## src/sv/fuat_pkg.sv

```systemverilog
// Shared types, codes and constants for the FU-A reassembly tracker.
package fuat_pkg;

   localparam logic [7:0] FU_S_BIT       = 8'b1000_0000;
   localparam logic [7:0] FU_E_BIT       = 8'b0100_0000;
   localparam logic [7:0] FU_R_BIT       = 8'b0010_0000;
   localparam logic [7:0] TYPE_BITS      = 8'b0001_1111;
   localparam logic [7:0] PREFIX_BITS    = 8'b1110_0000;
   localparam logic [7:0] NRI_BITS       = 8'b0110_0000;
   localparam logic [7:0] FU_A_TYPE      = 8'd28;
   localparam logic [7:0] MAX_SINGLE     = 8'd23;
   localparam logic [23:0] MAX_NAL_RESET = 24'd1048576;

   localparam int REQ_DATA_W = 120;
   localparam int RSP_DATA_W = 160;

   typedef enum logic [4:0] {
      ST_ACCEPT        = 5'd0,
      ST_DONE          = 5'd1,
      ERR_EMPTY        = 5'd2,
      ERR_FORBIDDEN    = 5'd3,
      ERR_IND_TYPE     = 5'd4,
      ERR_TRUNC        = 5'd5,
      ERR_RESERVED     = 5'd6,
      ERR_START_END    = 5'd7,
      ERR_ORIG_TYPE    = 5'd8,
      ERR_MARKER       = 5'd9,
      ERR_START_ACTIVE = 5'd10,
      ERR_START_SIZE   = 5'd11,
      ERR_NO_UNIT      = 5'd12,
      ERR_SEQ          = 5'd13,
      ERR_SSRC         = 5'd14,
      ERR_TIMESTAMP    = 5'd15,
      ERR_PAY_TYPE     = 5'd16,
      ERR_HEADER       = 5'd17,
      ERR_TOO_LONG     = 5'd18
   } status_type;

   typedef struct packed {
      logic [7:0]  indicator_byte;
      logic [7:0]  fu_header_byte;
      logic [15:0] payload_len;
      logic [15:0] seq_num;
      logic [31:0] rtp_timestamp;
      logic [31:0] stream_ssrc;
      logic [6:0]  pay_type;
      logic        marker_in;
   } desc_type;

   typedef struct packed {
      status_type  status;
      logic [1:0]  err_offset;
      logic [23:0] write_offset;
      logic [7:0]  unit_header;
      logic [23:0] nal_length;
      logic [15:0] first_seq;
      logic [15:0] last_seq;
      logic [31:0] unit_timestamp;
      logic [31:0] unit_ssrc;
      logic        marker_out;
      logic        unit_active;
   } result_type;

endpackage

```

## src/sv/fuat_core.sv

```systemverilog
// Packet checks, unit state and results: one descriptor per step-high cycle.
module fuat_core (
   input  logic                 clock,
   input  logic                 reset,
   input  logic                 step,
   input  fuat_pkg::desc_type   desc,
   input  logic [23:0]          max_nal_size,
   output fuat_pkg::result_type res
);

   logic        active_ff;
   logic [7:0]  header_ff;
   logic [15:0] start_seq_ff;
   logic [15:0] expect_seq_ff;
   logic [31:0] timestamp_ff;
   logic [31:0] ssrc_ff;
   logic [6:0]  pay_type_ff;
   logic [23:0] byte_count_ff;

   logic [7:0]  ind;
   logic [7:0]  fuh;
   logic [7:0]  otype;
   logic        is_start;
   logic        is_end;
   logic [15:0] frag;
   logic [23:0] frag_ext;
   logic [24:0] sum;
   logic [7:0]  new_header;
   logic        err_hit;
   fuat_pkg::status_type err_code;
   logic [1:0]  err_off;

   assign ind        = desc.indicator_byte;
   assign fuh        = desc.fu_header_byte;
   assign otype      = fuh & fuat_pkg::TYPE_BITS;
   assign is_start   = (fuh & fuat_pkg::FU_S_BIT) != 8'd0;
   assign is_end     = (fuh & fuat_pkg::FU_E_BIT) != 8'd0;
   assign frag       = desc.payload_len - 16'd2;
   assign frag_ext   = {8'd0, frag};
   assign sum        = {1'b0, byte_count_ff} + {1'b0, frag_ext};
   assign new_header = (ind & fuat_pkg::PREFIX_BITS) | otype;

   always_comb begin
      err_hit  = 1'b1;
      err_code = fuat_pkg::ERR_EMPTY;
      err_off  = 2'd0;
      priority if (desc.payload_len == 16'd0) begin
         err_code = fuat_pkg::ERR_EMPTY;
      end else if (ind[7]) begin
         err_code = fuat_pkg::ERR_FORBIDDEN;
      end else if ((ind & fuat_pkg::TYPE_BITS) != fuat_pkg::FU_A_TYPE) begin
         err_code = fuat_pkg::ERR_IND_TYPE;
      end else if (desc.payload_len == 16'd1) begin
         err_code = fuat_pkg::ERR_TRUNC;
         err_off  = 2'd1;
      end else if ((fuh & fuat_pkg::FU_R_BIT) != 8'd0) begin
         err_code = fuat_pkg::ERR_RESERVED;
         err_off  = 2'd1;
      end else if (is_start && is_end) begin
         err_code = fuat_pkg::ERR_START_END;
         err_off  = 2'd1;
      end else if (otype == 8'd0 || otype > fuat_pkg::MAX_SINGLE) begin
         err_code = fuat_pkg::ERR_ORIG_TYPE;
         err_off  = 2'd1;
      end else if (desc.marker_in && !is_end) begin
         err_code = fuat_pkg::ERR_MARKER;
         err_off  = 2'd1;
      end else if (is_start && active_ff) begin
         err_code = fuat_pkg::ERR_START_ACTIVE;
         err_off  = 2'd1;
      end else if (is_start && frag_ext >= max_nal_size) begin
         // covers a zero limit as well: header byte alone would not fit
         err_code = fuat_pkg::ERR_START_SIZE;
         err_off  = 2'd2;
      end else if (!is_start && !active_ff) begin
         err_code = fuat_pkg::ERR_NO_UNIT;
         err_off  = 2'd1;
      end else if (!is_start && desc.seq_num != expect_seq_ff) begin
         err_code = fuat_pkg::ERR_SEQ;
      end else if (!is_start && desc.stream_ssrc != ssrc_ff) begin
         err_code = fuat_pkg::ERR_SSRC;
      end else if (!is_start && desc.rtp_timestamp != timestamp_ff) begin
         err_code = fuat_pkg::ERR_TIMESTAMP;
      end else if (!is_start && desc.pay_type != pay_type_ff) begin
         err_code = fuat_pkg::ERR_PAY_TYPE;
      end else if (!is_start &&
                   ((ind & fuat_pkg::NRI_BITS) != (header_ff & fuat_pkg::NRI_BITS) ||
                    otype != (header_ff & fuat_pkg::TYPE_BITS))) begin
         err_code = fuat_pkg::ERR_HEADER;
      end else if (!is_start && sum > {1'b0, max_nal_size}) begin
         err_code = fuat_pkg::ERR_TOO_LONG;
         err_off  = 2'd2;
      end else begin
         err_hit = 1'b0;
      end
   end

   always_comb begin
      res = '0;
      if (err_hit) begin
         res.status     = err_code;
         res.err_offset = err_off;
      end else if (is_start) begin
         res.status         = fuat_pkg::ST_ACCEPT;
         res.write_offset   = 24'd1;
         res.unit_header    = new_header;
         res.nal_length     = frag_ext + 24'd1;
         res.first_seq      = desc.seq_num;
         res.unit_timestamp = desc.rtp_timestamp;
         res.unit_ssrc      = desc.stream_ssrc;
         res.unit_active    = 1'b1;
      end else begin
         res.status         = is_end ? fuat_pkg::ST_DONE : fuat_pkg::ST_ACCEPT;
         res.write_offset   = byte_count_ff;
         res.unit_header    = header_ff;
         res.nal_length     = sum[23:0];
         res.first_seq      = start_seq_ff;
         res.last_seq       = is_end ? desc.seq_num : 16'd0;
         res.unit_timestamp = timestamp_ff;
         res.unit_ssrc      = ssrc_ff;
         res.marker_out     = is_end & desc.marker_in;
         res.unit_active    = !is_end;
      end
   end

   always_ff @(posedge clock) begin
      if (reset) begin
         active_ff <= 1'b0;
      end else if (step) begin
         if (err_hit) begin
            active_ff <= 1'b0;
         end else if (is_start) begin
            active_ff <= 1'b1;
         end else if (is_end) begin
            active_ff <= 1'b0;
         end
      end
   end

   // unit payload state; only read while a unit is active
   always_ff @(posedge clock) begin
      if (step && !err_hit) begin
         expect_seq_ff <= desc.seq_num + 16'd1;
         if (is_start) begin
            header_ff     <= new_header;
            start_seq_ff  <= desc.seq_num;
            timestamp_ff  <= desc.rtp_timestamp;
            ssrc_ff       <= desc.stream_ssrc;
            pay_type_ff   <= desc.pay_type;
            byte_count_ff <= frag_ext + 24'd1;
         end else begin
            byte_count_ff <= sum[23:0];
         end
      end
   end

   a_err_closes: assert property (@(posedge clock) disable iff (reset)
      step && err_hit |=> !active_ff)
      else $error("unit still active after a failed packet");

   a_done_idle: assert property (@(posedge clock) disable iff (reset)
      step && res.status == fuat_pkg::ST_DONE |=> !active_ff)
      else $error("unit still active after completion");

   a_progress_match: assert property (@(posedge clock) disable iff (reset)
      step |=> active_ff == $past(res.unit_active))
      else $error("unit_active disagrees with unit state");

   a_start_offset: assert property (@(posedge clock) disable iff (reset)
      step && !active_ff && res.status == fuat_pkg::ST_ACCEPT |-> res.write_offset == 24'd1)
      else $error("start fragment not placed after header byte");

endmodule

```

## src/sv/fu_a_fragment_reassembly_tracker.sv

```systemverilog
// Top level: stream ports, input and result registers, size-limit register.
//
//  channel | ports                         | beat
//  --------+-------------------------------+------------------------------------
//  req     | req_tvalid/tready/tdata/tlast | one RTP packet descriptor
//  rsp     | rsp_tvalid/tready/tdata/tuser | one status result per packet
//          | rsp_tlast                     |
//  csr     | csr_valid/ready/wdata         | max_nal_size write
//
// Two register stages: a packet beat lands in the input register, is checked
// against the unit state and moves to the result register. Throughput is one
// packet per cycle while rsp_tready is high; rsp_tvalid rises once the beat has
// passed the input register and then the result register. A stalled rsp side holds
// both stages; req_tready drops only in reset or when both are full and rsp_tready
// is low. Reset (synchronous) closes any open unit and sets the limit to 1048576.
module fu_a_fragment_reassembly_tracker (
   input  logic        clock,
   input  logic        reset,
   input  logic        req_tvalid,
   output logic        req_tready,
   // indicator_byte, fu_header_byte, payload_len, seq_num, rtp_timestamp,
   // stream_ssrc, pay_type, one zero pad bit
   input  logic [fuat_pkg::REQ_DATA_W-1:0] req_tdata,
   input  logic        req_tlast,   // marker_in
   output logic        rsp_tvalid,
   input  logic        rsp_tready,
   // err_offset, write_offset, unit_header, nal_length, first_seq, last_seq,
   // unit_timestamp, unit_ssrc, unit_active, five zero pad bits
   output logic [fuat_pkg::RSP_DATA_W-1:0] rsp_tdata,
   output logic [4:0]  rsp_tuser,   // status
   output logic        rsp_tlast,   // marker_out
   input  logic        csr_valid,
   output logic        csr_ready,
   input  logic [23:0] csr_wdata    // max_nal_size
);

   logic                 in_valid_ff;
   fuat_pkg::desc_type   in_desc_ff;
   logic                 out_valid_ff;
   fuat_pkg::result_type out_res_ff;
   logic [23:0]          max_size_ff;

   logic                 advance;
   fuat_pkg::result_type res;

   assign advance    = in_valid_ff && (!out_valid_ff || rsp_tready);
   assign req_tready = !reset && (!in_valid_ff || advance);
   assign csr_ready  = !reset;

   fuat_core u_core (
      .clock        (clock),
      .reset        (reset),
      .step         (advance),
      .desc         (in_desc_ff),
      .max_nal_size (max_size_ff),
      .res          (res)
   );

   always_ff @(posedge clock) begin
      if (reset) begin
         in_valid_ff  <= 1'b0;
         out_valid_ff <= 1'b0;
         max_size_ff  <= fuat_pkg::MAX_NAL_RESET;
      end else begin
         if (req_tready) begin
            in_valid_ff <= req_tvalid;
         end
         if (advance) begin
            out_valid_ff <= 1'b1;
         end else if (rsp_tready) begin
            out_valid_ff <= 1'b0;
         end
         if (csr_valid) begin
            max_size_ff <= csr_wdata;
         end
      end
   end

   always_ff @(posedge clock) begin
      if (req_tvalid && req_tready) begin
         in_desc_ff.indicator_byte <= req_tdata[7:0];
         in_desc_ff.fu_header_byte <= req_tdata[15:8];
         in_desc_ff.payload_len    <= req_tdata[31:16];
         in_desc_ff.seq_num        <= req_tdata[47:32];
         in_desc_ff.rtp_timestamp  <= req_tdata[79:48];
         in_desc_ff.stream_ssrc    <= req_tdata[111:80];
         in_desc_ff.pay_type       <= req_tdata[118:112];
         in_desc_ff.marker_in      <= req_tlast;
      end
      if (advance) begin
         out_res_ff <= res;
      end
   end

   assign rsp_tvalid = out_valid_ff;
   assign rsp_tuser  = out_res_ff.status;
   assign rsp_tlast  = out_res_ff.marker_out;
   assign rsp_tdata  = {5'd0,
                        out_res_ff.unit_active,
                        out_res_ff.unit_ssrc,
                        out_res_ff.unit_timestamp,
                        out_res_ff.last_seq,
                        out_res_ff.first_seq,
                        out_res_ff.nal_length,
                        out_res_ff.unit_header,
                        out_res_ff.write_offset,
                        out_res_ff.err_offset};

endmodule

```

## config.mk

```make
export PLATFORM = sky130hd
export DESIGN_NAME = fu_a_fragment_reassembly_tracker
export DESIGN_NICKNAME = d
export VERILOG_FILES = /design/src/sv/fuat_pkg.sv /design/src/sv/fuat_core.sv /design/src/sv/fu_a_fragment_reassembly_tracker.sv
export SDC_FILE = /design/constraint.sdc
export NUM_CORES = 1
export LEC_CHECK = 0
export BUFFER_PORTS_ARGS = -buffer_cell sky130_fd_sc_hd__buf_2
export CORE_UTILIZATION = 35
export CTS_CLUSTER_DIAMETER = 200
export DETAILED_ROUTE_END_ITERATION = 8
export PLACE_DENSITY = 0.64
export SLEW_MARGIN = 30
export SYNTH_ARGS = -nofsm -noshare
export SYNTH_HDL_FRONTEND = slang
export SYNTH_HIERARCHICAL = 1
export SYNTH_SLANG_ARGS = --single-unit
```

## constraint.sdc

```tcl
create_clock -name clock -period 9.7 [get_ports clock]
set_input_delay 0 -clock clock [delete_from_list [all_inputs] [get_ports clock]]
set_output_delay 0 -clock clock [all_outputs]
set_load 0.02 [all_outputs]
```

# [Word-level counts from Yosys, hierarchy flattened]
# Index checks and enable logic that the tools add are counted.
[totals] reg_bits=443 input_bits=150 word_cells=147
[classes] addsub=4 n_lt_le_gt_ge=3 n_eq_ne=8 mux=60 bitwise=4 n_reduce_logical=36
[ops] cell="5-bit 2-to-1 mux" n=19
[ops] cell="64-bit 2-to-1 mux" n=1
[ops] cell="32-bit != test" n=2
[ops] cell="49-bit 2-to-1 mux" n=1
[ops] cell="1-bit 2-to-1 mux" n=30
[ops] cell="24-bit by 16-bit adder with 25-bit output" n=1
[ops] cell="25-bit by 24-bit > comparator with 1-bit output" n=1
[ops] cell="16-bit by 24-bit greater-or-equal comparator with 1-bit output" n=1
[ops] cell="24-bit 2-to-1 mux" n=1
[ops] cell="16-bit by 1-bit adder with 17-bit output (second input constant)" n=1
[ops] cell="16-bit by 1-bit adder with 16-bit output (second input constant)" n=1
[ops] cell="16-bit by 1-bit == test with 1-bit output (second input constant)" n=1
[ops] cell="16-bit zero test" n=1
[ops] cell="2-bit 2-to-1 mux" n=8
[ops] cell="16-bit != test" n=1
[ops] cell="16-bit by 2-bit subtractor with 16-bit output (second input constant)" n=1
[ops] cell="1-bit logical AND" n=15
[ops] cell="10-bit OR reduction" n=1
[ops] cell="8-bit zero test" n=1
[ops] cell="8-bit by 5-bit bitwise OR with 8-bit output" n=1
[ops] cell="1-bit zero test" n=7
[ops] cell="7-bit != test" n=1
[ops] cell="5-bit > comparator (second input constant)" n=1
[ops] cell="5-bit != test" n=1
[ops] cell="11 further kinds" n=16

# [Depth between registers and ports, before layout]
# Gate-level depths: netlist (run 1).
[depth] depth_word=24 ltp_mapped=26

# [By module]
# The synthesis (run 1) kept the hierarchy.
[modules_own_cells] module="fuat_core" n_inst=1 cells_per_inst=1046 area_per_inst_um2=10319.9 seq_area_each_um2=4073.9
[modules_own_cells] module="fu_a_fragment_reassembly_tracker" n_inst=1 cells_per_inst=377 area_per_inst_um2=9454.1 seq_area_each_um2=8958.6

# [Least setup slack after synthesis (run 1)]
# Ideal clock, no wire load.
[synth_timing] path_kind="reg2reg" startpoint="reg out_valid_ff (netlist: rsp_tvalid)" endpoint="reg u_core.header_ff[0], enable pin" arrival_time_ps=8632 t_required_ps=9151 path_slack_ps=520 path_stages_with_launch=5 cell_sequence="dfxtp_1 nand2b_1 and2_1 nand2_1 nor2_1"
[synth_between] elab_chain_len=5
[synth_rtl] element="start: declaration" line_no="fu_a_fragment_reassembly_tracker.sv:39" text="logic out_valid_ff;"
[synth_rtl] element="start signal: assignment" line_no="fu_a_fragment_reassembly_tracker.sv:62" text="out_valid_ff <= 1'b0;"
[synth_rtl] element="start signal: assignment" line_no="fu_a_fragment_reassembly_tracker.sv:69" text="out_valid_ff <= 1'b1;"
[synth_rtl] element="start signal: assignment" line_no="fu_a_fragment_reassembly_tracker.sv:71" text="out_valid_ff <= 1'b0;"
[synth_rtl] element="1-bit zero test" line_no="fu_a_fragment_reassembly_tracker.sv:46" text="assign advance = in_valid_ff && (!out_valid_ff || rsp_tready);"
[synth_rtl] element="1-bit logical OR" line_no="fu_a_fragment_reassembly_tracker.sv:46"
[synth_rtl] element="1-bit logical AND" line_no="fu_a_fragment_reassembly_tracker.sv:46"
[synth_rtl] element="via advance" line_no="fu_a_fragment_reassembly_tracker.sv:43" text="logic advance;"
[synth_rtl] element="1-bit logical AND" line_no="fuat_core.sv:142" text="if (step && !err_hit) begin"
[synth_rtl] element="2-bit AND reduction (no source line)"
[synth_rtl] element="end signal: assignment" line_no="fuat_core.sv:145" text="header_ff <= new_header;"
[synth_rtl] element="end: declaration" line_no="fuat_core.sv:12" text="logic [7:0] header_ff;"
# The timed path passes the listed nets, and every way through them passes these cells.
# A chain may end at the register's enable or synchronous reset.

# [Worst setup path in the final report (run 1)]
[layout_timing] startpoint="reg in_desc_ff[89] (netlist name)" endpoint="reg u_core.expect_seq_ff[6], enable pin"
[layout_between] elab_chain_len=23
[layout_rtl] element="start: declaration" line_no="fu_a_fragment_reassembly_tracker.sv:38" text="fuat_pkg::desc_type in_desc_ff;"
[layout_rtl] element="16-bit by 2-bit subtractor with 16-bit output" line_no="fuat_core.sv:38" text="assign frag = desc.payload_len - 16'd2;"
[layout_rtl] element="24-bit by 16-bit adder with 25-bit output" line_no="fuat_core.sv:40" text="assign sum = {1'b0, byte_count_ff} + {1'b0, frag_ext};"
[layout_rtl] element="via u_core.sum[23]" line_no="fuat_core.sv:27" text="logic [24:0] sum;"
[layout_rtl] element="25-bit by 24-bit > comparator with 1-bit output" line_no="fuat_core.sv:90" text="end else if (!is_start && sum > {1'b0, max_nal_size}) begin"
[layout_rtl] element="1-bit logical AND" line_no="fuat_core.sv:90"
[layout_rtl] element="1-bit 2-to-1 mux" line_no="fuat_core.sv:90"
[layout_rtl] element="1-bit 2-to-1 mux" line_no="fuat_core.sv:86" text="end else if (!is_start &&"
[layout_rtl] element="1-bit 2-to-1 mux" line_no="fuat_core.sv:84" text="end else if (!is_start && desc.pay_type != pay_type_ff) begin"
[layout_rtl] element="[8 not listed]"
[layout_rtl] element="1-bit 2-to-1 mux" line_no="fuat_core.sv:59" text="end else if (is_start && is_end) begin"
[layout_rtl] element="1-bit 2-to-1 mux" line_no="fuat_core.sv:56" text="end else if ((fuh & fuat_pkg::FU_R_BIT) != 8'd0) begin"
[layout_rtl] element="1-bit 2-to-1 mux" line_no="fuat_core.sv:53" text="end else if (desc.payload_len == 16'd1) begin"
[layout_rtl] element="1-bit 2-to-1 mux" line_no="fuat_core.sv:51" text="end else if ((ind & fuat_pkg::TYPE_BITS) != fuat_pkg::FU_A_TYPE) begin"
[layout_rtl] element="1-bit 2-to-1 mux" line_no="fuat_core.sv:49" text="end else if (ind[7]) begin"
[layout_rtl] element="1-bit 2-to-1 mux" line_no="fuat_core.sv:47" text="priority if (desc.payload_len == 16'd0) begin"
[layout_rtl] element="1-bit zero test" line_no="fuat_core.sv:142"
[layout_rtl] element="1-bit logical AND" line_no="fuat_core.sv:142"
[layout_rtl] element="end signal: assignment" line_no="fuat_core.sv:143" text="expect_seq_ff <= desc.seq_num + 16'd1;"
[layout_rtl] element="end: declaration" line_no="fuat_core.sv:14" text="logic [15:0] expect_seq_ff;"
# The timed path passes the listed nets, and every way through them passes these cells.

==> results.md, run 1 <==
- CP Launch Point: in_desc_ff[89]
- Worst-path clk slew: 0.06 ns
- # diodes: 0
- Synthesized cell area: 19800 µm²
- I/O Buffers: 312
- Post-synthesis xor/xnor area fraction: 6.73%
- FF-to-FF path depth: 21
- Startpoint types: flop
- Clock insertion delay at the later pin of the skew report: 0.60 ns
- Minimum clock period: 7.69 ns
- IO Pins: 319
- Largest net degree at the start of global routing: 77
- Post-Synth Simple-Gate Area: 10.6%
- Final ANT Viol Nets: 0
- Worst Skew: 0.0358 ns
- Clock Path Buffers: 3
- First-pass GRT wire length: 76.3 mm
- DRC: 0
- FF+latch count, synth: 443
- Area of the multi-input gates: 6310 µm²
- CP endpoint kind: flop
- Worst endpoint required time: 9.91 ns
- WL/cell: 18.8 µm
- Internal power: 3330 µW
- Root buffer cell: clkbuf_16
- Final hold vios: 0
- Worst slew margin: 37.8%
- Vias in the first global route: 13300
- CP peak stage delay: 0.76 ns
- CTS tree: yes
- Largest family of logic cells by synthesized area: simple AND/OR/NAND/NOR gates
- RePlAce Congestion: 0.939
- CP Class: flop to flop
- Die Ht: 240 µm
- DR pass1 iterations: 5
- VDD IR max: 0.000121 V
- Status: complete, no violations
- Distinct cell type count after synthesis: 65
- Antenna violations before repair: 6
- Critical-path top delay cell: a21oi_4
- Mux contribution to synthesized area: 6.44%
- Clock share of power: 41.3%
- Storage cell area: 13000 µm²
- Setup TNS: 0 ns
- Hold Crit Class: primary input to flop
- Share of layout cells above drive strength 1: 21.4%
- Compound-cell area share of the yosys netlist: 3.79%
- Avg Cell Area, Syn: 13.9 µm²
- Placed wire-length estimate: 33.9 mm
- Clock sink total: 443
- Post-Synth Adder-Cell Area: 4.02%
- Nets@finish: 2131
- CTS Buf Count: 49
- Seq/Total Area, Yosys: 65.9%
- Global Route Usage Sum: 17.4%
- Post-route clock period utilization: 79.3%
- Post-synth EDFFs: 416
- Via density: 4.85
- Worst R2R End: u_core/expect_seq_ff[6]
- Highest Clock Rate: 0.130 GHz
- Max H-tree Level: 2
- Worst R2R Setup Slack: 2.01 ns
- Max_cap viols: 0
- Ys Warns: 6
- Sw power: 1020 µW
- RSZ-0062 raised after global routing: no
- Initial DRC count: 928
- Total core area: 55400 µm²
- Initial Util: 35.7%
- # hold bufs at CTS: 171
- Worst-Margin Slew: 0.932 ns
- Die Width: 240 µm
- FFs w/ async S/R, synth: 0%
- CP endpoint: u_core/expect_seq_ff[6]
- Flop pwr share: 50.4%
- Grt ovf: 0
- Pwr Density: 171 nW/µm²
- Mapped Cells: 1423
- Gate power share: 8.3%
- Max Slew Vio Count: 0
- Util after Layout: 45.8%
- Post-CTS Resized: 0
- Area grow syn2layout: 28.3%
- Worst path depth: 21
- Die ar.: 57500 µm²
- CP arrival: 7.90 ns
- Worst r2r src: in_desc_ff[89]
- Worst path most repeated cell: ha_1
- Top delay family on crit path: simple AND/OR/NAND/NOR gates
- Final WL: 50.9 mm
- Post-CTS setup repair buffer count: 0
- Crit Path Max Fanout: 40
- Via count: 13100
- Num rows: 86
- FILL cells: 4891
- Top_reg_cell synth: edfxtp_1
- Buf/Inv on CP: 1
- Crit path cell chain: inv_1 > ha_1 > nor2b_1 > nand3_1 > xnor2_1 > ha_1 > a21o_1 > or3_1 > a211oi_1 > o21bai_1 > a21oi_1 > or3_1 > nand2_1 > ha_1 > nand3_1 > nor4_1 > a22oi_1 > nor3_1 > nand2_1 > a21oi_4 > and2_4
- P_leak: 0.00970 µW
- Final setup vio count: 0
- Net switching fraction of the power: 23.4%
## stage by stage
stage / hold slack (ns) / std cells / setup WS (ns) / power [µW] / cell area (µm²)
final: 0.0721 / 2701 / 2.01 / 4350 / 25400
after global routing: 0.0592 / 2701 / 1.39 / 4510 / 25400
after CTS: 0.0406 / 2701 / 2.02 / 4410 / 25400
after detailed placement: 0.178 / 2444 / 2.07 / 2540 / 22100
after global placement: 0.178 / 2444 / 1.89 / 2530 / 22100
after floorplan: 0.0989 / 1427 / 0.520 / 2420 / 19800
## area by class of cell
type	instances	share of cell area (%)
flip-flops and latches	443	51.4
multi-input cells	880	24.9
repair buffers	495	13.3
clock buffers	59	4.98
well taps	748	3.69
clock inverters	27	1.10
inverters	49	0.725
## cell usage after synthesis (5+ instances only)
master      n  area share (%)
edfxtp_1  416              63
nor2_1    152             2.9
mux2i_1   116             5.9
xnor2_1   105             4.7
ha_1       62             3.9
inv_1      49            0.93
xor2_1     47             2.1
nand2_1    45            0.85
and2_1     43             1.4
a21oi_1    41             1.0
nand3_1    32            0.81
nand4_1    32             1.0
and3_1     28            0.89
dfxtp_1    27             2.7
o21ai_0    23            0.58
clkbuf_1   22            0.42
nor3_1     21            0.53
buf_2      19            0.48
nor4_1     18            0.57
nand2b_1   13            0.41
mux2_2     10            0.57
a211oi_1    8            0.30
nor2b_1     8            0.25
or3_1       7            0.22
a21o_1      6            0.23
buf_4       6            0.23
o21bai_1    5            0.19
## power groups by stage
stage          Clock [µW]  Sequential (µW)  Combinational [µW]
2_1_floorplan           0             2260                 158
3_3_place_gp            0             2230                 299
3_5_place_dp            0             2230                 304
4_1_cts              1860             2190                 361
5_1_grt              1920             2200                 393
6_report             1800             2190                 359
## cell usage in the layout (no fill, tap or decap), types with 10 or more instances in the layout
| master | synthesis | layout |
|---|---|---|
| buf_2 | 19 | 312 |
| edfxtp_1 | 416 | 416 |
| a21oi_1 | 41 | 40 |
| nand4_1 | 32 | 32 |
| buf_4 | 6 | 11 |
| dlygate4sd3_1 | 0 | 171 |
| nor3_1 | 21 | 21 |
| xor2_1 | 47 | 47 |
| ha_1 | 62 | 62 |
| nand2_1 | 45 | 45 |
| dfxtp_1 | 27 | 27 |
| nor2_1 | 152 | 151 |
| clkbuf_1 | 22 | 10 |
| mux2_2 | 10 | 10 |
| o21ai_0 | 23 | 23 |
| nor4_1 | 18 | 18 |
| and3_1 | 28 | 28 |
| clkbuf_16 | 0 | 49 |
| nand2b_1 | 13 | 13 |
| mux2i_1 | 116 | 116 |
| and2_1 | 43 | 41 |
| inv_1 | 49 | 49 |
| xnor2_1 | 105 | 105 |
| nand3_1 | 32 | 32 |
## state kept, by name (all words and copies together) (netlist names)
signal,cells
u_core/byte_count_ff,24
max_size_ff,24
u_core/start_seq_ff,16
rsp_tuser,5
in_desc_ff,120
u_core/active_ff,1
rsp_tlast,1
u_core/timestamp_ff,32
in_valid_ff,1
u_core/header_ff,8
rsp_tvalid,1
rsp_tdata,155
u_core/pay_type_ff,7
u_core/expect_seq_ff,16
u_core/ssrc_ff,32
## worst register-to-register path, cell delays in order, from the launching register on
cell and delay [ns]:
edfxtp_1 0.47, inv_1 0.19, ha_1 0.31, nor2b_1 0.43, nand3_1 0.16, xnor2_1 0.47
ha_1 0.38, a21o_1 0.19, or3_1 0.30, a211oi_1 0.30, o21bai_1 0.18, a21oi_1 0.50
or3_1 0.24, nand2_1 0.08, ha_1 0.32, nand3_1 0.13, nor4_1 0.38, a22oi_1 0.14
nor3_1 0.44, nand2_1 0.20, a21oi_4 0.77, and2_4 0.70
## worst min path at each step
stage | start | endpoint | depth (start not counted)
floorplan | req_tlast | in_desc_ff[0] | 0
global placement | req_tdata[69] | in_desc_ff[61] | 1
detailed placement | req_tdata[69] | in_desc_ff[61] | 1
CTS | csr_valid | max_size_ff[20] | 3
global route | csr_valid | max_size_ff[20] | 3
finish | csr_valid | max_size_ff[20] | 3
## routing by layer
metal  wire [µm]  global-route usage [%]  vias to the layer above
li1            -                       -                     6213
met1       21900                    22.3                     6395
met2       24700                    29.2                      399
met3        3140                    4.19                       86
met4        1080                    4.70                       12
met5          76                       0                        -
## logic make-up (layout without fill, tap and decap cells)
group	Yosys count	after routing
buffers and inverters	104	630
AO/OA/AOI/OAI	118	118
AND/OR/NAND/NOR	416	416
adder cells (fa/ha/maj)	63	63
XOR/XNOR	152	152
other	1	5
flip-flops	443	443
multiplexers	126	126
(Power assumes the default switching activity.)
==> inputs of run 2 (changes only) <==
==> constraint.sdc (replaced) <==
create_clock -name clock -period 6.2 [get_ports clock]
set_input_delay 0 -clock clock [delete_from_list [all_inputs] [get_ports clock]]
set_output_delay 0 -clock clock [all_outputs]
set_load 0.02 [all_outputs]
==> results.md, run 2 (same netlist as run 1, synthesis figures left out) <==
- Clock Path Buffers: 3 (unchanged)
- Final Instance Area: 26200 µm² (was 25400 µm²)
- Worst endpoint required time: 6.54 ns (was 9.91 ns)
- Clock insertion delay at the later pin of the skew report: 0.61 ns (was 0.60 ns)
- IO Pins: 319 (unchanged)
- Worst r2r src: in_desc_ff[92] (was in_desc_ff[89])
- Largest net degree at the start of global routing: 96 (was 77)
- Initial DRC count: 835 (was 928)
- Num rows: 86 (unchanged)
- Final hold vios: 0 (unchanged)
- WL/cell: 18.8 µm (about the same)
- Minimum clock period: 5.77 ns (was 7.69 ns)
- DRC: 0 (unchanged)
- CP Launch Point: in_desc_ff[92] (was in_desc_ff[89])
- Max H-tree Level: 2 (unchanged)
- Worst-path clk slew: 0.06 ns (about the same)
- VDD IR max: 0.000250 V (was 0.000121 V)
- Area of the multi-input gates: 6310 µm² (about the same)
- DR pass1 iterations: 7 (was 5)
- Max reg flops: 155 (unchanged)
- HP Start: reset (was csr_valid)
- Startpoint types: flop (unchanged)
- Nets@finish: 2179 (was 2131)
- Post-CTS setup repair buffer count: 0 (unchanged)
- Initial Util: 35.7% (unchanged)
- CP arrival: 6.11 ns (was 7.90 ns)
- Crit Path Max Fanout: 44 (was 40)
- Placed wire-length estimate: 35.1 mm (was 33.9 mm)
- Root buffer cell: clkbuf_16 (unchanged)
- CTS Buf Count: 50 (was 49)
- Highest Clock Rate: 0.173 GHz (was 0.130 GHz)
- Worst R2R Setup Slack: 0.43 ns (was 2.01 ns)
- Area grow syn2layout: 32.3% (was 28.3%)
- Worst slew margin: 39.6% (was 37.8%)
- Buf/Inv on CP: 4 (was 1)
- Hold Crit Class: primary input to flop (unchanged)
- Post-route clock period utilization: 93.0% (was 79.3%)
- Storage cell area: 13000 µm² (unchanged)
- Die Ht: 240 µm (unchanged)
- Pwr Density: 279 nW/µm² (was 171 nW/µm²)
- Grt ovf: 0 (unchanged)
- RePlAce Congestion: 0.879 (was 0.939)
- FILL cells: 4807 (was 4891)
- Placed Area: 22600 µm² (was 22100 µm²)
- Final setup vio count: 0 (unchanged)
- Critical-path top delay cell: edfxtp_1 (was a21oi_4)
- CTS tree: yes (unchanged)
- Setup TNS: 0 ns (unchanged)
- Leading cell types in the layout, fill and taps excluded: edfxtp_1 (416), buf_2 (312), dlygate4sd3_1 (170) (was edfxtp_1 (416), buf_2 (312), dlygate4sd3_1 (171))
- I/O Buffers: 312 (unchanged)
- Max_cap viols: 0 (unchanged)
- RSZ-0062 raised after global routing: no (unchanged)
- Via count: 13300 (was 13100)
- Global Route Usage Sum: 17.7% (was 17.4%)
- Die Width: 240 µm (unchanged)
- Final WL: 51.7 mm (was 50.9 mm)
- Total core area: 55400 µm² (unchanged)
- Via density: 4.81 (was 4.85)
- Vias in the first global route: 13600 (was 13300)
- First-pass GRT wire length: 77.7 mm (was 76.3 mm)
- CP peak stage delay: 0.50 ns (was 0.76 ns)
- Status: complete, no violations (unchanged)
- P_leak: 0.0101 µW (was 0.00970 µW)
- Top delay family on crit path: simple AND/OR/NAND/NOR gates (unchanged)
- Clock sink total: 443 (unchanged)
- Die ar.: 57500 µm² (unchanged)
- Worst-Margin Slew: 0.907 ns (was 0.932 ns)
- Worst Skew: 0.0297 ns (was 0.0358 ns)
- Share of layout cells above drive strength 1: 23.8% (was 21.4%)
- CP endpoint kind: flop (unchanged)
- Final ANT Viol Nets: 0 (unchanged)
- CP Class: flop to flop (unchanged)
- Commonest non-fill, non-tap cell in the layout: edfxtp_1 (unchanged)
- Max Slew Vio Count: 0 (unchanged)
- Antenna violations before repair: 5 (was 6)
-- run 2: final timing paths --
kind / cells past startpoint / end
worst max-delay path: 25 / rsp_tdata[134]
worst max register to register: 25 / rsp_tdata[134]
worst min register to register: 0 / u_core/pay_type_ff[1]
worst min-delay path: 3 / u_core/active_ff
-- run 2: timing repair --
action | 4_1_cts | 5_1_grt
endpoints found under the hold margin | 146 | 0
resized for setup | 0 | 2
endpoints found under the setup margin | 0 | 164
hold buffers | 170 | 0
-- run 2: layer usage --
layer / vias up / share of wire (%) / track usage (%)
met5: - / 0.093 / 0
met4: 8 / 2.5 / 5.67
met3: 89 / 6.4 / 4.52
met2: 394 / 48 / 29.5
met1: 6445 / 43 / 22.5
li1: 6316 / - / -
-- run 2: cell type report --
cell class              count  share of cell area, %
inverters                  49                  0.703
flip-flops and latches    443                   49.8
well taps                 748                   3.58
multi-input cells         880                   24.1
clock inverters            37                   2.21
diodes                      1                0.00957
repair buffers            542                   14.6
clock buffers              56                   4.91
-- run 2: power by group --
group | leakage, µW | switching [µW] | internal (µW)
sequential | 0.00406 | 60.8 | 3360
combinational | 0.00516 | 318 | 259
clock | 0.000898 | 1280 | 2020
total | 0.0101 | 1660 | 5640
-- run 2: worst reg2reg max path, delay by kind of cell, from the launching register on --
family                   cells  cell delay (ns)
AND/OR/NAND/NOR             11             2.01
XOR/XNOR                     1             0.28
AO/OA/AOI/OAI                7             1.35
adder cells (fa/ha/maj)      2             0.65
flip-flops                   1             0.50
buffers and inverters        4             0.71
-- run 2: through the flow --
stage	util, %	setup slack [ns]	std cells	total power [µW]	hold WS (ns)
2_1_floorplan	-	0.152	1427	3780	0.0989
3_3_place_gp	40.7	0.480	2492	3970	0.177
3_5_place_dp	40.7	0.357	2492	3980	0.178
4_1_cts	47.2	0.322	2755	7390	0.0441
5_1_grt	47.2	0.0279	2756	7560	0.0745
6_report	47.2	0.432	2756	7300	0.0878
==> inputs of run 3 (changes only) <==
--- a/config.mk
+++ b/config.mk
@@ -9,7 +9,7 @@
 export CORE_UTILIZATION = 35
 export CTS_CLUSTER_DIAMETER = 200
 export DETAILED_ROUTE_END_ITERATION = 8
-export PLACE_DENSITY = 0.64
+export PLACE_DENSITY = 0.62
 export SLEW_MARGIN = 30
 export SYNTH_ARGS = -nofsm -noshare
 export SYNTH_HDL_FRONTEND = slang
==> constraint.sdc (replaced) <==
create_clock -name clock -period 6.9 [get_ports clock]
set_input_delay 0 -clock clock [delete_from_list [all_inputs] [get_ports clock]]
set_output_delay 0 -clock clock [all_outputs]
set_load 0.02 [all_outputs]
==> results.md, run 3 (same netlist as run 1, synthesis figures left out) <==
- Worst slew margin: 39.0% (was 39.6%)
- WHS Endpoint: u_core/active_ff (unchanged)
- Initial DRC count: 815 (was 835)
- Max Slew Vio Count: 0 (unchanged)
- Largest net degree at the start of global routing: 105 (was 96)
- Post-CTS setup repair buffer count: 0 (unchanged)
- Via count: 13000 (was 13300)
- Leading cell types in the layout, fill and taps excluded: edfxtp_1 (416), buf_2 (312), dlygate4sd3_1 (169) (was edfxtp_1 (416), buf_2 (312), dlygate4sd3_1 (170))
- First-pass GRT wire length: 76.7 mm (was 77.7 mm)
- Initial Util: 35.7% (unchanged)
- Worst R2R End: rsp_tdata[73] (was rsp_tdata[134])
- CTS Buf Count: 49 (was 50)
- Util after Layout: 46.0% (was 47.2%)
- Inst Count DP: 2456 (was 2492)
- Final setup vio count: 0 (unchanged)
- Num rows: 86 (unchanged)
- Global Route Usage Sum: 17.5% (was 17.7%)
- HP Start: reset (unchanged)
- Final ANT Viol Nets: 0 (unchanged)
- Die Ht: 240 µm (unchanged)
- Buf/Inv on CP: 4 (unchanged)
- IO Pins: 319 (unchanged)
- Final Instance Area: 25500 µm² (was 26200 µm²)
- CP Class: flop to flop (unchanged)
- Top delay family on crit path: simple AND/OR/NAND/NOR gates (unchanged)
- Crit Path Max Fanout: 20 (was 44)
- Clock Path Buffers: 3 (unchanged)
- RSZ-0062 raised after global routing: no (unchanged)
- CP peak stage delay: 0.46 ns (was 0.50 ns)
- Worst R2R Setup Slack: 0.51 ns (was 0.43 ns)
- VDD IR max: 0.000210 V (was 0.000250 V)
- Max_cap viols: 0 (unchanged)
- Highest Clock Rate: 0.156 GHz (was 0.173 GHz)
- DR pass1 iterations: 5 (was 7)
- Setup TNS: 0 ns (unchanged)
- Die Width: 240 µm (unchanged)
- CTS tree: yes (unchanged)
- FF-to-FF path depth: 26 (was 25)
- Antenna violations before repair: 8 (was 5)
- Area grow syn2layout: 29.0% (was 32.3%)
- Placed Area: 22300 µm² (was 22600 µm²)
- Share of layout cells above drive strength 1: 21.6% (was 23.8%)
- Hold Path Depth: 3 (unchanged)
- Startpoint types: flop (unchanged)
- Final Power: 6110 µW (was 7300 µW)
- Max reg flops: 155 (unchanged)
- Pwr Density: 240 nW/µm² (was 279 nW/µm²)
- Commonest non-fill, non-tap cell in the layout: edfxtp_1 (unchanged)
- Clock sink total: 443 (unchanged)
- Final WL: 50.8 mm (was 51.7 mm)
- Die ar.: 57500 µm² (unchanged)
- Post-route clock period utilization: 92.7% (was 93.0%)
- Vias in the first global route: 13500 (was 13600)
- Critical-path top delay cell: edfxtp_1 (unchanged)
- Clock insertion delay at the later pin of the skew report: 0.62 ns (was 0.61 ns)
- RePlAce Congestion: 0.905 (was 0.879)
- P_leak: 0.00976 µW (was 0.0101 µW)
- CP endpoint kind: flop (unchanged)
- Fin cells: 2716 (was 2756)
- I/O Buffers: 312 (unchanged)
- Placed wire-length estimate: 34.4 mm (was 35.1 mm)
- Worst Skew: 0.0494 ns (was 0.0297 ns)
- Grt ovf: 0 (unchanged)
- CP arrival: 6.72 ns (was 6.11 ns)
- Minimum clock period: 6.39 ns (was 5.77 ns)
- Nets@finish: 2141 (was 2179)
- Status: complete, no violations (unchanged)
- Via density: 4.78 (was 4.81)
- Total core area: 55400 µm² (unchanged)
- Hold Crit Class: primary input to flop (unchanged)
- Final hold vios: 0 (unchanged)
- WL/cell: 18.7 µm (was 18.8 µm)
- Worst endpoint required time: 7.23 ns (was 6.54 ns)
- DRC: 0 (unchanged)
- Root buffer cell: clkbuf_16 (unchanged)
- Max H-tree Level: 2 (unchanged)
- Worst r2r src: in_desc_ff[89] (was in_desc_ff[92])
- Worst-Margin Slew: 0.915 ns (was 0.907 ns)
- Worst-path clk slew: 0.06 ns (about the same)
run 3: tightest hold or removal path, cell delays in order:
cell,delay (ns)
buf_2,0.08
buf_4,0.35
o41ai_1,0.16
run 3: per-stage QoR:
stage	worst slack, ns	hold slack, ns
finish	0.506	0.0761
global route	0.0218	0.0688
CTS	0.441	0.0418
detailed placement	0.459	0.178
global placement	0.598	0.176
floorplan	0.686	0.0989
run 3: what timing repair did:
item	CTS	global route
gates resized for setup	0	2
hold buffers	169	0
endpoints found under the setup margin	0	105
hold endpoints to repair	146	0
run 3: report_power, final:
part	switching, µW	leakage (µW)	internal [µW]
logic	283	0.00496	227
registers	57.0	0.00406	3020
clock network	1090	0.000738	1430
total	1430	0.00976	4680
run 3: final cells by class:
| cell class | instances | area (µm²) |
|---|---|---|
| sequential | 443 | 13000 |
| clock inverter | 27 | 272 |
| tap | 748 | 936 |
| antenna | 2 | 5.00 |
| fill | 4924 | 29900 |
| timing repair buffer | 505 | 3500 |
| inverter | 49 | 184 |
| multi-input combinational | 880 | 6300 |
| clock buffer | 62 | 1270 |
run 3: layer usage:
metal	GRT usage, %	part of all wire, %	up-vias
li1	-	-	6238
met1	22.4	43	6261
met2	29.0	48	373
met3	3.98	6.0	98
met4	5.75	2.6	12
met5	0	0.13	-
run 3: worst max path at each step:
| stage | endpoint | cells after the start | slack (ns) | startpoint |
|---|---|---|---|---|
| after global placement | rsp_tdata[130] | 24 | 0.60 | in_desc_ff[89] |
| after detailed placement | rsp_tdata[136] | 25 | 0.46 | in_desc_ff[89] |
| after floorplan | u_core/byte_count_ff[0] | 23 | 0.69 | in_desc_ff[89] |
| final | rsp_tdata[73] | 26 | 0.51 | in_desc_ff[89] |
| after global routing | u_core/byte_count_ff[22] | 24 | 0.02 | in_desc_ff[89] |
| after CTS | rsp_tdata[137] | 25 | 0.44 | in_desc_ff[89] |
